===== config.mk =====
export PLATFORM = sky130hd
export DESIGN_NAME = msos_lane
export DESIGN_NICKNAME = d
export VERILOG_FILES = /design/src/rtl/core/msos_pkg.sv /design/src/rtl/core/msos_lane.sv
export SDC_FILE = /design/constraint.sdc
export NUM_CORES = 2
export LEC_CHECK = 0
export BUFFER_PORTS_ARGS = -buffer_cell sky130_fd_sc_hd__buf_2
export CORE_MARGIN = 3
export CORE_UTILIZATION = 65
export DETAILED_ROUTE_END_ITERATION = 7
export PLACE_DENSITY_LB_ADDON = 0.12
export SLEW_MARGIN = 30
export SYNTH_ARGS = -nofsm -noshare
export SYNTH_HDL_FRONTEND = slang
export SYNTH_SLANG_ARGS = --single-unit

===== constraint.sdc =====
create_clock -name clock -period 11.86 [get_ports clock]
set_clock_uncertainty 0.05 [all_clocks]
set_input_delay 2.372 -clock clock [delete_from_list [all_inputs] [get_ports clock]]
set_output_delay 2.372 -clock clock [all_outputs]
set_load 0.1 [all_outputs]

===== src/rtl/core/msos_pkg.sv =====
// Shared types and constants of the multisite occupancy scale block.
// Used by every module in rtl/core; depends on nothing.
package msos_pkg;

   // Array geometry
   localparam int NUM_STATES   = 8;
   localparam int NUM_SITES    = 8;
   localparam int NUM_PAIRS    = NUM_STATES / 2;
   localparam int FRAC_W       = 16;
   localparam int RATE_W       = 16;
   localparam int COUNT_W      = 4;
   localparam int CSR_DATA_W   = 64;
   localparam int CSR_INDEX_W  = 3;
   localparam int SF_W         = 28;

   // Pipeline layout: input register, one stage per site, three merge stages
   localparam int MERGE_STAGES = 3;
   localparam int PIPE_STAGES  = 1 + NUM_SITES + MERGE_STAGES;

   // Merge arithmetic widths
   localparam int PROD_W = 2 * FRAC_W;
   localparam int TERM_W = PROD_W + 1;
   localparam int PAIR_W = TERM_W + 1;
   localparam int ACC_W  = TERM_W + 4;

   // Fixed-point constants
   localparam logic [FRAC_W-1:0] ONE_Q15   = 16'd32768;
   localparam logic [PROD_W-1:0] ROUND_Q15 = 32'd16384;
   // 1.0 in Q.23 plus the half-step for rounding to Q16
   localparam logic signed [ACC_W-1:0] ACC_BIAS = 37'sd8388672;
   localparam logic signed [ACC_W-1:0] SF_HI    = 37'sd134217727;
   localparam logic signed [ACC_W-1:0] SF_LO    = -37'sd134217728;

   // Register indexes of the configuration port
   typedef enum logic [CSR_INDEX_W-1:0] {
      CSR_N_STATES      = 3'd0,
      CSR_N_SITES       = 3'd1,
      CSR_CARE_MASK     = 3'd2,
      CSR_OCCUPIED_MASK = 3'd3,
      CSR_RATES_LOW     = 3'd4,
      CSR_RATES_HIGH    = 3'd5
   } csr_index_type;

   typedef struct packed {
      logic [COUNT_W-1:0]    n_states;
      logic [COUNT_W-1:0]    n_sites;
      logic [CSR_DATA_W-1:0] care_mask;
      logic [CSR_DATA_W-1:0] occupied_mask;
      logic [CSR_DATA_W-1:0] rates_low;
      logic [CSR_DATA_W-1:0] rates_high;
   } cfg_type;

   typedef logic [NUM_STATES-1:0][FRAC_W-1:0] occ_vec_type;
   typedef logic [NUM_SITES-1:0][FRAC_W-1:0]  frac_vec_type;

   // Merge stage load enables
   typedef struct packed {
      logic term_load;
      logic pair_load;
      logic out_load;
   } merge_ctl_type;

endpackage


===== src/rtl/core/msos_lane.sv =====
// One state lane: a chain of Q1.15 multiply stages, one per binding site.
// Depends on msos_pkg for widths and constants.
module msos_lane import msos_pkg::*; (
   input  logic                 clock,
   input  logic [NUM_SITES-1:0] stage_load,
   input  frac_vec_type         frac_in,
   input  logic [NUM_SITES-1:0] care_bits,
   input  logic [NUM_SITES-1:0] occupied_bits,
   input  logic [COUNT_W-1:0]   n_sites,
   output logic [FRAC_W-1:0]    occ_out
);

   logic [NUM_SITES-1:0][FRAC_W-1:0] occ_ff;

   for (genvar j = 0; j < NUM_SITES; j++) begin : g_site
      logic [FRAC_W-1:0] occ_src;
      logic [FRAC_W-1:0] factor;
      logic [PROD_W-1:0] prod;
      logic              site_used;

      // Site j multiplies by f, by 1 - f, or by exactly 1 when it does not matter
      always_comb begin
         site_used = care_bits[j] && (COUNT_W'(j) < n_sites);
         if (!site_used) begin
            factor = ONE_Q15;
         end else if (occupied_bits[j]) begin
            factor = frac_in[j];
         end else begin
            factor = ONE_Q15 - frac_in[j];
         end
      end

      if (j == 0) begin : g_first
         assign occ_src = ONE_Q15;
      end else begin : g_next
         assign occ_src = occ_ff[j-1];
      end

      // Rounded Q1.15 product; never exceeds 1.0
      assign prod = PROD_W'(occ_src) * PROD_W'(factor) + ROUND_Q15;

      always_ff @(posedge clock) begin
         if (stage_load[j]) begin
            occ_ff[j] <= prod[FRAC_W+14:15];
         end
      end
   end

   assign occ_out = occ_ff[NUM_SITES-1];

endmodule


; ---- Yosys cells after proc, flatten, opt, wreduce, memory -nomap -nowiden
; Cells that the tools add are included.
[totals]
register_bits = 128
inputBits = 157
output_inout_bits = 16
elab_cells = 63
[op_classes]
n_addsub = 16
multipliers = 7
magnitude_cmp = 8
n_mux = 16
n_reduce_logical = 8
[ops]
columns = cell, n
row1 = 16-bit two-way mux, 16
row2 = "31-bit by 15-bit adder with 31-bit output, second input constant", 8
row3 = 16-bit by 16-bit multiplier with 31-bit output, 7
row4 = "16-bit subtractor, first input constant", 8
row5 = "3-bit by 4-bit less-than comparator with 1-bit output, first input constant", 4
row6 = 1-bit logical AND, 8
row7 = "1-bit by 4-bit less-than comparator with 1-bit output, first input constant", 2
row8 = "2-bit by 4-bit less-than comparator with 1-bit output, first input constant", 2

; ---- Depth between registers and ports, before layout
[depth]
word_depth = 5
depth_mapped = 34
depth_no_buf = 32

; ---- Worst setup path after synthesis
; Ideal clock, no wire load.
[synth_timing]
path_kind = input to register
startpoint = in frac_in[16] (netlist name)
endpoint = reg occ_ff (netlist bit g_site[2].occ_src[13]) (data pin)
setup_time_ps = 265
t_arrival_ps = 9493
required_time_ps = 11545
setup_slack_ps = 2053
path_stages = 31
n_path_buf = 2
cell_sequence = clkbuf_1 inv_1 ha_1 nand3_1 or4b_2 nor2b_1 xnor2_1 nor2_1 clkbuf_1 nand2_1 fa_1 inv_1 fa_1 inv_1 fa_1 inv_1 fa_1 fa_1 inv_1 fa_1 inv_1 ha_1 nand4_1 nor2_1 a2111oi_1 a311oi_2 a31oi_2 o21a_1 o31ai_1 a211oi_1 nor3_1
[synth_between]
elab_chain_len = 5
[synth_rtl]
columns = item, line
row1 = from (decl), msos_lane.sv:6  ; input frac_vec_type frac_in,
row2 = 16-bit subtractor, msos_lane.sv:29  ; factor = ONE_Q15 - frac_in[j];
row3 = 16-bit two-way mux *, msos_lane.sv:26  ; end else if (occupied_bits[j]) begin
row4 = 16-bit two-way mux *, msos_lane.sv:24  ; if (!site_used) begin
row5 = 16-bit by 16-bit multiplier with 31-bit output *, msos_lane.sv:40  ; assign prod = PROD_W'(occ_src) * PROD_W'(factor) + ROUND_Q15;
row6 = 31-bit by 15-bit adder with 31-bit output *, msos_lane.sv:40
row7 = named net g_site[1].prod[28], msos_lane.sv:18  ; logic [PROD_W-1:0] prod;
row8 = "to (signal, indexed assignment)", msos_lane.sv:44  ; occ_ff[j] <= prod[FRAC_W+14:15];
row9 = to (decl), msos_lane.sv:13  ; logic [NUM_SITES-1:0][FRAC_W-1:0] occ_ff;
; Mark *: on every way through the listed nets, which the timed path passes. The rest lies on a longest branch.
; A chain may end at the register's enable or synchronous reset.

; ---- Final worst setup path
[layout_timing]
startpoint = in frac_in[48] (netlist name)
endpoint = reg occ_ff (netlist bit g_site[4].occ_src[14]) (data pin)
[layout_between]
elab_chain_len = 5
[layout_rtl]
columns = item, line
row1 = 16-bit subtractor, msos_lane.sv:29
row2 = 16-bit two-way mux *, msos_lane.sv:26
row3 = 16-bit two-way mux *, msos_lane.sv:24
row4 = 16-bit by 16-bit multiplier with 31-bit output *, msos_lane.sv:40
row5 = 31-bit by 15-bit adder with 31-bit output *, msos_lane.sv:40
row6 = named net g_site[3].prod[29], msos_lane.sv:18
; Marks and branches as above.

==> flow_metrics.py <==
metrics = {
    "run_status": {
        "run_status": "complete, no violations",
    },
    "cts": {
        "clockBufferDepth": 2,
        "cts_made_buffers": 17,
        "path_clk_slew_ps": 70,
        "cts_max_level": 4,
        "cts-root-buf": "clkbuf_16",
        "cts_tree": "built",
        "cts_resized": 0,
        "clock-sinks": 128,
        "clk_latency_ps": 500,
        "cts_hold_buf": 0,
        "post_cts_buffers": 0,
    },
    "global_route": {
        "grt_pass1_wl_microns": 250000,
        "grt-ovfl-total": 0,
        "grt_use_met1": 0.390,
        "antenna_found_initial": 7,
        "grt_pass1_vias": 50400,
        "grtUsageMet3": 0.0435,
        "use_met2": 0.539,
        "grtUsageTotal": 0.306,
        "grt_max_degree": 23,
        "grt.busiest_layer": "met2",
    },
    "worst_hold_path": {
        "hp-class": "flip-flop to flip-flop",
        "min_to": "g_site[7].occ_src[15]",
        "hold_depth": 4,
        "holdCritStartpoint": "g_site[6].occ_src[15]",
    },
    "routing": {
        "drt_iter0_drc": 2681,
        "wirelength_microns": 148000,
        "vias": 46600,
        "vias_per_cell": 5.55,
        "drt_first_pass_iters": 6,
        "postRouteAntennaNets": 0,
        "routedWlPerCell_microns": 17.6,
        "drc": 0,
    },
    "floorplan": {
        "die-area_sq_um": 101000,
        "io_pins": 173,
        "row_count": 114,
        "start_util": 0.656,
        "fp.dieH_microns": 319,
        "die_w_microns": 319,
        "core_area_sq_um": 96900,
    },
    "cells_and_area": {
        "area_growth_pct": 4.61,
        "fin_cells": 8383,
        "final_nets": 9355,
        "stdcell_area_sq_um": 66400,
        "layout-drive-gt1-share": 0.0500,
    },
    "sta": {
        "fmax_ghz": 0.0979,
        "rsz0062_at_grt": "false",
        "slew_violations": 0,
        "finalSetupTns_ps": 0,
        "finalCritPeriodShare": 0.862,
        "finalCriticalPeriod_ps": 10220,
        "slew_headroom": 0.357,
        "final.setup.worst_slack_ps": 1640,
        "hold_viol_final": 0,
        "setup_viol": 0,
        "worstMarginPinSlew_ps": 960,
    },
    "setup_path": {
        "cp_data_arrival_time_ps": 10410,
        "cpMaxStageDelayCell": "a21oi_1",
        "cp-end-kind": "flip-flop",
        "path_max_fanout": 16,
        "reg2reg_slack_ps": 4520,
        "rr_worst_depth": 22,
        "r2r_start": "g_site[7].occ_src[8]",
        "path_buf_inv": 6,
        "slowest_delay_ps": 640,
        "required_ps": 12050,
        "crit_type": "input port to flip-flop",
        "r2r_end": "occ_out[15]",
        "crit_top_cell": "fa_1",
        "crit_family": "adder cells",
        "startpoint_type": "input port",
    },
    "synthesis": {
        "yosys.area_share.simple": 0.180,
        "ys_types": 79,
        "synth_compound_area_frac": 0.0401,
        "synth_most_common_cell": "inv_1",
        "synth_cells": 7056,
        "synth_fa_ha_area_frac": 0.575,
        "synth-xor-area-share": 0.0291,
        "synth_top_family_by_area": "adder cells",
        "ys_top_cells_by_count": "1,669 x inv_1, 1,351 x fa_1, 916 x nand2_1",
        "ys_seq_area_frac": 0.0605,
        "yosysTopAreaCellShare": 0.426,
        "syn_area_per_cell_sq_um": 9.00,
        "synthTopCellsByArea": "fa_1 43%, ha_1 15%, inv_1 9.9%",
        "yosys_most_used_dff": "edfxtp_1",
        "synth_edf_count": 128,
        "syn_nets": 9321,
        "ys_ff_latch": 128,
        "syn_area_sq_um": 63500,
        "async_flop_share": 0,
        "synthMuxAreaShare": 0.00144,
        "synth_warnings": 0,
        "yosysTopAreaCell": "fa_1",
    },
    "placed_design": {
        "place_ws_ps": 1220,
        "io_buffers": 172,
        "place.gp.congestion": 0.887,
        "hpwl_microns": 121000,
        "dp_cells": 8347,
        "dpl_cell_area_sq_um": 65800,
    },
    "job": {
        "maxCapViolCount": 0,
    },
}
[stage by stage]
step / utilization / hold WS [ps]
2_1_floorplan: - / 742
3_3_place_gp: 0.679 / 940
3_5_place_dp: 0.679 / 960
4_1_cts: 0.686 / 968
5_1_grt: 0.686 / 1050
6_report: 0.686 / 955
[worst register-to-register path, cell delays in order (launching register included)]
cell and delay [ps]:
edfxtp_1 670, and2_1 290, fa_1 530, inv_1 60
fa_1 480, fa_1 510, inv_1 50, fa_1 510
fa_1 510, inv_1 60, fa_1 480, inv_1 40
ha_1 280, o21a_1 190, o211ai_1 380, nor3_1 140
a2bb2oi_2 330, o21bai_1 210, o41a_1 430, a41o_1 330
a211o_1 310, a21oi_2 160, xnor2_1 70
[metal layers]
metal	vias up	share of wire
met5	-	0.00026
met2	1520	0.50
met1	23600	0.40
met3	302	0.067
li1	21100	-
met4	6	0.032
[flip-flops by register name, summed over array words and instances (netlist names)]
signal          flops
occ_out            16
g_site.occ_src    112
[cells by family after synthesis]
kind of cell             Yosys count
AND/OR/NAND/NOR                 2288
adder cells (fa/ha/maj)         2108
buffers and inverters           1926
AO/OA/AOI/OAI                    386
XOR/XNOR                         211
flip-flops                       128
multiplexers                       9
[area by class of cell]
class,count,area [sq um]
well taps,1276,1600
flip-flops and latches,128,3840
repair buffers,272,1610
fillers,7778,30400
multi-input cells,5002,52500
inverters,1669,6260
clock inverters,15,190
clock buffers,17,425
diodes,4,10.0
[layout by cell type, fill, tap and decap left out, types with 18 or more instances in the layout]
master	n
a21o_1	34
a21oi_1	137
a31oi_1	18
and2_1	840
and3_1	90
buf_2	172
buf_4	100
edfxtp_1	128
fa_1	1351
ha_1	757
inv_1	1669
nand2_1	916
nand3_1	39
nor2_1	208
nor2b_1	20
nor3_1	51
o21a_1	36
o21ai_0	71
or3_1	45
xnor2_1	167
xor2_1	44
[worst max-delay path by stage]
| stage | from | endpoint | slack (ps) | cells past startpoint |
|---|---|---|---|---|
| floorplan | frac_in[16] | g_site[2].occ_src[13] | 2050 | 31 |
| global placement | frac_in[48] | g_site[4].occ_src[14] | 1310 | 31 |
| detailed placement | frac_in[48] | g_site[4].occ_src[14] | 1220 | 31 |
| CTS | frac_in[48] | g_site[4].occ_src[14] | 1750 | 29 |
| global route | frac_in[48] | g_site[4].occ_src[14] | 1100 | 31 |
| finish | frac_in[48] | g_site[4].occ_src[14] | 1640 | 29 |
Power is left out: the tool's default activity adds up to more than one toggle a clock period on the data nets, which glitch-free logic cannot reach.
