`src/rtl/core/msos_pkg.sv`:
```
// Shared types and constants of the multisite occupancy scale block.
// Used by every module in rtl/core; depends on nothing.
package msos_pkg;

   // Array geometry
   localparam int NUM_STATES   = 8;
   localparam int NUM_SITES    = 8;
   localparam int NUM_PAIRS    = NUM_STATES / 2;
   localparam int FRAC_W       = 16;
   localparam int RATE_W       = 16;
   localparam int COUNT_W      = 4;
   localparam int CSR_DATA_W   = 64;
   localparam int CSR_INDEX_W  = 3;
   localparam int SF_W         = 28;

   // Pipeline layout: input register, one stage per site, three merge stages
   localparam int MERGE_STAGES = 3;
   localparam int PIPE_STAGES  = 1 + NUM_SITES + MERGE_STAGES;

   // Merge arithmetic widths
   localparam int PROD_W = 2 * FRAC_W;
   localparam int TERM_W = PROD_W + 1;
   localparam int PAIR_W = TERM_W + 1;
   localparam int ACC_W  = TERM_W + 4;

   // Fixed-point constants
   localparam logic [FRAC_W-1:0] ONE_Q15   = 16'd32768;
   localparam logic [PROD_W-1:0] ROUND_Q15 = 32'd16384;
   // 1.0 in Q.23 plus the half-step for rounding to Q16
   localparam logic signed [ACC_W-1:0] ACC_BIAS = 37'sd8388672;
   localparam logic signed [ACC_W-1:0] SF_HI    = 37'sd134217727;
   localparam logic signed [ACC_W-1:0] SF_LO    = -37'sd134217728;

   // Register indexes of the configuration port
   typedef enum logic [CSR_INDEX_W-1:0] {
      CSR_N_STATES      = 3'd0,
      CSR_N_SITES       = 3'd1,
      CSR_CARE_MASK     = 3'd2,
      CSR_OCCUPIED_MASK = 3'd3,
      CSR_RATES_LOW     = 3'd4,
      CSR_RATES_HIGH    = 3'd5
   } csr_index_type;

   typedef struct packed {
      logic [COUNT_W-1:0]    n_states;
      logic [COUNT_W-1:0]    n_sites;
      logic [CSR_DATA_W-1:0] care_mask;
      logic [CSR_DATA_W-1:0] occupied_mask;
      logic [CSR_DATA_W-1:0] rates_low;
      logic [CSR_DATA_W-1:0] rates_high;
   } cfg_type;

   typedef logic [NUM_STATES-1:0][FRAC_W-1:0] occ_vec_type;
   typedef logic [NUM_SITES-1:0][FRAC_W-1:0]  frac_vec_type;

   // Merge stage load enables
   typedef struct packed {
      logic term_load;
      logic pair_load;
      logic out_load;
   } merge_ctl_type;

endpackage

```
`src/rtl/core/msos_csr.sv`:
```
// Configuration registers of the multisite occupancy scale block.
// Depends on msos_pkg for the register indexes and cfg_type.
module msos_csr import msos_pkg::*; (
   input  logic                   clock,
   input  logic                   reset,
   input  logic                   csr_write_enable,
   input  logic [CSR_INDEX_W-1:0] csr_index,
   input  logic [CSR_DATA_W-1:0]  csr_write_data,
   output cfg_type                cfg
);

   cfg_type cfg_ff, cfg_in;

   // Register write decode; unknown indexes leave everything as is
   always_comb begin
      cfg_in = cfg_ff;
      if (csr_write_enable) begin
         unique case (csr_index)
            CSR_N_STATES:      cfg_in.n_states      = csr_write_data[COUNT_W-1:0];
            CSR_N_SITES:       cfg_in.n_sites       = csr_write_data[COUNT_W-1:0];
            CSR_CARE_MASK:     cfg_in.care_mask     = csr_write_data;
            CSR_OCCUPIED_MASK: cfg_in.occupied_mask = csr_write_data;
            CSR_RATES_LOW:     cfg_in.rates_low     = csr_write_data;
            CSR_RATES_HIGH:    cfg_in.rates_high    = csr_write_data;
            default:           cfg_in = cfg_ff;
         endcase
      end
   end

   always_ff @(posedge clock) begin
      if (reset) begin
         cfg_ff.n_states      <= COUNT_W'(1);
         cfg_ff.n_sites       <= COUNT_W'(1);
         cfg_ff.care_mask     <= '0;
         cfg_ff.occupied_mask <= '0;
         cfg_ff.rates_low     <= '0;
         cfg_ff.rates_high    <= '0;
      end else begin
         cfg_ff <= cfg_in;
      end
   end

   assign cfg = cfg_ff;

endmodule

```
`config.mk`:
```
export PLATFORM = sky130hd
export DESIGN_NAME = msos_csr
export DESIGN_NICKNAME = d
export VERILOG_FILES = /design/src/rtl/core/msos_pkg.sv /design/src/rtl/core/msos_csr.sv
export SDC_FILE = /design/constraint.sdc
export NUM_CORES = 1
export LEC_CHECK = 0
export ABC_CLOCK_PERIOD_IN_PS = 1100
export BUFFER_PORTS_ARGS = -buffer_cell sky130_fd_sc_hd__buf_2
export CORE_ASPECT_RATIO = 1.5
export CORE_MARGIN = 10
export CORE_UTILIZATION = 35
export DETAILED_ROUTE_END_ITERATION = 7
export SKIP_CTS_REPAIR_TIMING = 1
export SYNTH_ARGS = -nofsm -noshare
export SYNTH_HDL_FRONTEND = slang
export SYNTH_SLANG_ARGS = --single-unit
```
`constraint.sdc`:
```
create_clock -name clock -period 1.1 [get_ports clock]
set_input_delay 0.22 -clock clock [delete_from_list [all_inputs] [get_ports clock]]
set_output_delay 0.22 -clock clock [all_outputs]
set_load 0.1 [all_outputs]
```
======== Word-level counts from Yosys, hierarchy flattened ========
Cells that the tools add are included.
operators by class
  eq/ne operators ......................... 5
  reduce and logical (&&, ||, !) cells .... 7
operators with widths
  kind                  number
  $reduce_and A2 Y1     6
  $eq A3 B2 Y1 const B  2
  $eq A3 B3 Y1 const B  2
  $eq A3 B1 Y1 const B  1
  $logic_not A3 Y1      1
word-level totals
  register bits ........................... 264

======== Logic depth before layout (Yosys ltp) ========
Gate-level depths: netlist (run 1).
  word-level depth ........................ 2
  gate-level depth with buffers ........... 5
  gate-level depth less buffers ........... 2

======== Worst setup path before layout (run 1) ========
Ideal clock, no wire load.
  path kind ............................... register to register
  start ................................... register cfg[256] (netlist name)
  end ..................................... register cfg_ff (netlist bit cfg[256])
  required time ........................... 1028 ps
  arrival time ............................ 1166 ps
  library setup time ...................... 72 ps
  clock period less this slack ............ 1238 ps
  cell stages (with the launch flop) ...... 3
  path buffers ............................ 0
  setup slack ............................. -138 ps
  cells stage by stage .................... dfxtp_1 > nor2_1 > mux2i_1
RTL lines
  what                  line            RTL
  end signal, assigned  msos_csr.sv:39  cfg_ff <= cfg_in;
  end, declared         msos_csr.sv:12  cfg_type cfg_ff, cfg_in;

======== Final worst setup path (run 1) ========
  start ................................... register cfg_ff (netlist bit cfg[35])
  end ..................................... output port cfg[35] (netlist bit)
RTL lines
  what           line           RTL
  end, declared  msos_csr.sv:9  output cfg_type cfg
No word-level cell between the ends.

==> flow_metrics.env, run 1 <==
export IMPL_cp_cell_sequence="buf_12"
export IMPL_fin_cells=1749
export IMPL_syn_avg_cell_area_um2=11.2
export IMPL_synthFlopType="dfxtp_1"
export IMPL_synth_most_common_cell="nand2b_1"
export IMPL_crit_family="flip-flops"
export IMPL_coreArea_um2=29400
export IMPL_cp_start_kind="register"
export IMPL_synth_warnings=0
export IMPL_dp_hpwl_mm=25.6
export IMPL_synthXorXnorAreaFrac=0
export IMPL_synthAdderAreaFrac=0
export IMPL_grt_overflow=0
export IMPL_max_freq_mhz=766
export IMPL_finalMaxSlewViolations=0
export IMPL_wl_met3_mm=2.71
export IMPL_synth_common_cells="nand2b_1, dfxtp_1, mux2i_1"
export IMPL_fin_ws_ns=-0.206
export IMPL_violations="setup timing"
export IMPL_finalCritPeriodShare=1.19
export IMPL_finalSetupViolCount=264
export IMPL_fp_dieW_um=161
export IMPL_fin_util=0.629
export IMPL_synth_area_leader_cell="dfxtp_1"
export IMPL_path_clk_slew_ns=0.07
export IMPL_num_antenna_cells=0
export IMPL_setup_tns_ns=-48.40
export IMPL_finish_instance_area_um2=18500
export IMPL_maxCapViolCount=0
export IMPL_synth_top_area_share=0.508
export IMPL_worstPathRequired_ns=0.88
export IMPL_ys_seq_elements=264
export IMPL_via_per_inst=4.52
export IMPL_firstDrtPassIters=4
export IMPL_floorplan_initialDensity=0.354
export IMPL_critPathMaxFanout=2
export IMPL_grt_pass1_wl_mm=50.9
export IMPL_tightestPinTransition_ns=0.314
export IMPL_first_global_vias=8388
export IMPL_multi_input_area_um2=4800
export IMPL_clk_latency_ns=0.53
export IMPL_postRouteAntennaNets=0
export IMPL_synth_cells=932
export IMPL_power_density_nw_per_um2=1240
export IMPL_first_iter_violations=172
export IMPL_top_layer="met5"
export IMPL_cts_tree="built"
export IMPL_grt_max_degree=53
export IMPL_clock_path_buffers=3
export IMPL_period_minus_slack_ns=1.31
export IMPL_io_buffer_count=333
export IMPL_max_slew_margin_rel=0.791
export IMPL_wl_met1_mm=11.9
export IMPL_antenna_found_initial=1
export IMPL_layout_area_seq_um2=5630
export IMPL_largest_reg_flops=264
export IMPL_end_kind="output port"
export IMPL_synth_cell_types=13
export IMPL_nFillCells=2198
export IMPL_gp_congestion=0.793
export IMPL_seq_area_frac_synth=0.508
export IMPL_status="finished, violations left"
export IMPL_skew_ns=0
export IMPL_io_pins=334
export IMPL_synth_compound_area_share=0
export IMPL_yosys_top_cells_area="dfxtp_1, mux2i_1, nand2b_1"
export IMPL_rows=77
export IMPL_fp_dieH_um=231
export IMPL_grt_setup_unrepaired="true"
export IMPL_remaining_drc_errors=0
export IMPL_synth_mux_area_fraction=0.254
export IMPL_final_layout_size_suffix_gt1_frac=0.552
export IMPL_hold_viol_final=0
export IMPL_wl_met2_mm=18.3
export IMPL_wl_per_cell_um=19.3
export IMPL_final_net_count=1406
export IMPL_dp_cells=1652
export IMPL_holdWs_ns=0.000893
export IMPL_cellLeakagePower_uw=0.00835
export IMPL_syn_nets=1002
export IMPL_holdCritPathClass="in -> reg"
export IMPL_cts_buffers=27
export IMPL_path_class="reg -> out"
export IMPL_cp_slowest_cell="dfxtp_2"
export IMPL_ir_drop_mv=1.26
export IMPL_num_vias=7908
export IMPL_synth_top_family_by_area="multiplexers"
export IMPL_synth_async_reset_ratio=0
export IMPL_cts_htree_levels=1
export IMPL_synth_edff_count=0
export IMPL_track_usage=0.172
export IMPL_root_buffer="clkbuf_16"
export IMPL_worstPathArrival_ns=1.09
export IMPL_synth_area_um2=10400
export IMPL_die_area_um2=37200
export IMPL_clkSinkCount=264
export IMPL_syn2layout_area_growth_pct=77.5
export IMPL_placed_cell_area_um2=17200
export IMPL_postRouteWirelength_mm=33.8
export IMPL_worst_path_buf_inv=1
export IMPL_cpPeakStageDelay_ns=0.36
export IMPL_synth_simple_area_share=0.205
-- worst paths after layout --
kind,start,to,slack [ns],cells after the start
setup / recovery,cfg[35]$_SDFFE_PP0P_,cfg[35],-0.21,1
hold / removal,csr_write_data[0],cfg[256]$_SDFFE_PP1P_,0.0009,3
setup reg to reg,cfg[257]$_SDFFE_PP0P_,cfg[257]$_SDFFE_PP0P_,0.37,3
hold reg to reg,cfg[212]$_SDFFE_PP0P_,cfg[212]$_SDFFE_PP0P_,0.49,2
-- worst register-to-register path, stage by stage (launching register included) --
cell and delay [ns]:
dfxtp_2 0.36, buf_4 0.11, nand2b_1 0.04, mux2i_1 0.14
-- cells by family after synthesis --
| kind of cell | Yosys count |
|---|---|
| AND/OR/NAND/NOR | 337 |
| multiplexers | 264 |
| flip-flops | 264 |
| buffers and inverters | 67 |
-- cells in the final DEF, fill, tap and decap left out, types with 3 or more instances in the layout --
cell type and instances:
dfxtp_4 4, buf_12 284, buf_4 89, clkbuf_8 7, clkbuf_1 7, mux2i_1 264
dfxtp_2 260, buf_2 68, nand2b_1 326, clkbuf_16 27, nor2_1 3
-- area by class of cell --
cell class | instances | area share
timing repair buffer | 442 | 0.363
sequential | 264 | 0.304
multi-input combinational | 601 | 0.260
clock buffer | 41 | 0.0432
tap | 395 | 0.0267
clock inverter | 6 | 0.00345
-- where the power goes --
group,total [uW],leakage (uW),switching (uW),internal (uW)
combinational,3780,0.00566,2290,1490
clock,9030,0.000418,3810,5220
sequential,10000,0.00226,222,9810
total,22800,0.00835,6330,16500
-- per-layer routing --
metal | up-vias | global-route usage
li1 | 3873 | -
met1 | 3777 | 0.167
met2 | 216 | 0.327
met3 | 40 | 0.0625
met4 | 2 | 0.0587
met5 | - | 0
-- metrics by stage --
stage | worst slack (ns) | power, uW
after global routing | -0.250 | 23600
after global placement | -0.223 | 14000
after floorplan | -0.0214 | 12400
after detailed placement | -0.269 | 14000
final | -0.206 | 22800
after CTS | -0.237 | 23100
No activity file was read; power rests on OpenSTA's default activity.
==> run 2: changes to the inputs <==
Settings changed: CORE_UTILIZATION 35 to 46, PLACE_DENSITY set to 0.76.
==> flow_metrics.env, run 2 (synthesis results as in run 1) <==
export IMPL_clkSinkCount=264
export IMPL_largest_reg_flops=264
export IMPL_max_freq_mhz=755
export IMPL_clk_latency_ns=0.51
export IMPL_dp_cells=1534
export IMPL_wl_per_cell_um=22.0
export IMPL_antenna_found_initial=3
export IMPL_fin_ws_ns=-0.225
export IMPL_firstDrtPassIters=4
export IMPL_critPathMaxFanout=2
export IMPL_syn2layout_area_growth_pct=79.4
export IMPL_finalMaxSlewViolations=0
export IMPL_nFillCells=1010
export IMPL_io_pins=334
export IMPL_skew_ns=0
export IMPL_path_class="reg -> out"
export IMPL_cts_tree="built"
export IMPL_rrSetupSlack_ns=0.17
export IMPL_first_iter_violations=340
export IMPL_holdCritPathClass="in -> reg"
export IMPL_track_usage=0.222
export IMPL_power_density_nw_per_um2=1240
export IMPL_root_buffer="clkbuf_16"
export IMPL_gp_congestion=0.808
export IMPL_final_net_count=1447
export IMPL_cts_buffers=26
export IMPL_tightestPinTransition_ns=0.599
export IMPL_worstPathArrival_ns=1.11
export IMPL_finalCritPeriodShare=1.20
export IMPL_postRouteWirelength_mm=36.8
export IMPL_remaining_drc_errors=0
export IMPL_floorplan_initialDensity=0.467
export IMPL_postRouteAntennaNets=0
export IMPL_cp_cell_sequence="buf_12"
export IMPL_cp_start_kind="register"
export IMPL_fp_dieW_um=143
export IMPL_die_area_um2=29200
export IMPL_worst_path_buf_inv=1
export IMPL_holdWs_ns=0.0282
export IMPL_status="finished, violations left"
export IMPL_coreArea_um2=22300
export IMPL_clock_path_buffers=3
export IMPL_ir_drop_mv=1.86
export IMPL_io_buffer_count=333
export IMPL_hold_viol_final=0
export IMPL_cpPeakStageDelay_ns=0.38
export IMPL_num_vias=8501
export IMPL_path_clk_slew_ns=0.07
export IMPL_fin_cells=1675
export IMPL_cellLeakagePower_uw=0.00858
export IMPL_grt_pass1_wl_mm=51.1
export IMPL_cts_htree_levels=1
export IMPL_rows=67
export IMPL_max_slew_margin_rel=0.601
export IMPL_final_common_cell="nand2b_1"
export IMPL_dp_hpwl_mm=25.2
export IMPL_cp_slowest_cell="dfxtp_2"
export IMPL_via_per_inst=5.08
export IMPL_end_kind="output port"
export IMPL_grt_overflow=0
export IMPL_fp_dieH_um=204
export IMPL_crit_family="flip-flops"
export IMPL_final_layout_size_suffix_gt1_frac=0.569
export IMPL_period_minus_slack_ns=1.33
export IMPL_finalSetupViolCount=264
export IMPL_violations="setup timing"
export IMPL_first_global_vias=8898
export IMPL_grt_max_degree=84
export IMPL_worstPathRequired_ns=0.88
export IMPL_maxCapViolCount=0
export IMPL_grt_setup_unrepaired="true"
export IMPL_layout_common_cells="nand2b_1, buf_12, mux2i_1"
==> run 2: through the flow <==
step                      power [uW]  TNS (ns)  utilization  setup slack (ns)  cell area, um^2
final                          23200    -46.48        0.838            -0.225            18700
after CTS                      23200    -51.51        0.804            -0.229            17900
after detailed placement       14000    -48.66        0.764            -0.319            17000
after floorplan                12400    -0.496            -           -0.0214            10800
after global routing           23800    -54.23        0.837            -0.249            18700
after global placement         13900    -37.87        0.764            -0.230            17000
==> run 2: worst paths after layout <==
check / startpoint / to / cells past startpoint
setup reg to reg: cfg[179]$_SDFFE_PP0P_ / cfg[179]$_SDFFE_PP0P_ / 3
hold / removal: csr_write_data[0] / cfg[256]$_SDFFE_PP1P_ / 3
setup / recovery: cfg[179]$_SDFFE_PP0P_ / cfg[179] / 1
hold reg to reg: cfg[200]$_SDFFE_PP0P_ / cfg[200]$_SDFFE_PP0P_ / 2
==> run 2: layout make-up <==
| class | count | area, um^2 | area share |
|---|---|---|---|
| antenna | 2 | 5.00 | 0.000268 |
| clock buffer | 34 | 742 | 0.0397 |
| clock inverter | 14 | 163 | 0.00871 |
| multi-input combinational | 601 | 4800 | 0.257 |
| sequential | 264 | 5670 | 0.303 |
| tap | 276 | 345 | 0.0185 |
| timing repair buffer | 484 | 6960 | 0.373 |
==> run 2: per-layer routing <==
metal  global-route usage  up-vias  share of wire
li1                     -     3971              -
met1                0.209     4145           0.33
met2                0.406      285           0.53
met3               0.0791       98          0.076
met4                0.122        2          0.059
met5                    0        -        0.00054
==> run 2: power by group <==
group          internal, uW  leakage [uW]  switching [uW]
Combinational          1500       0.00587            2330
Clock                  5480      0.000436            3850
Sequential             9770       0.00227             236
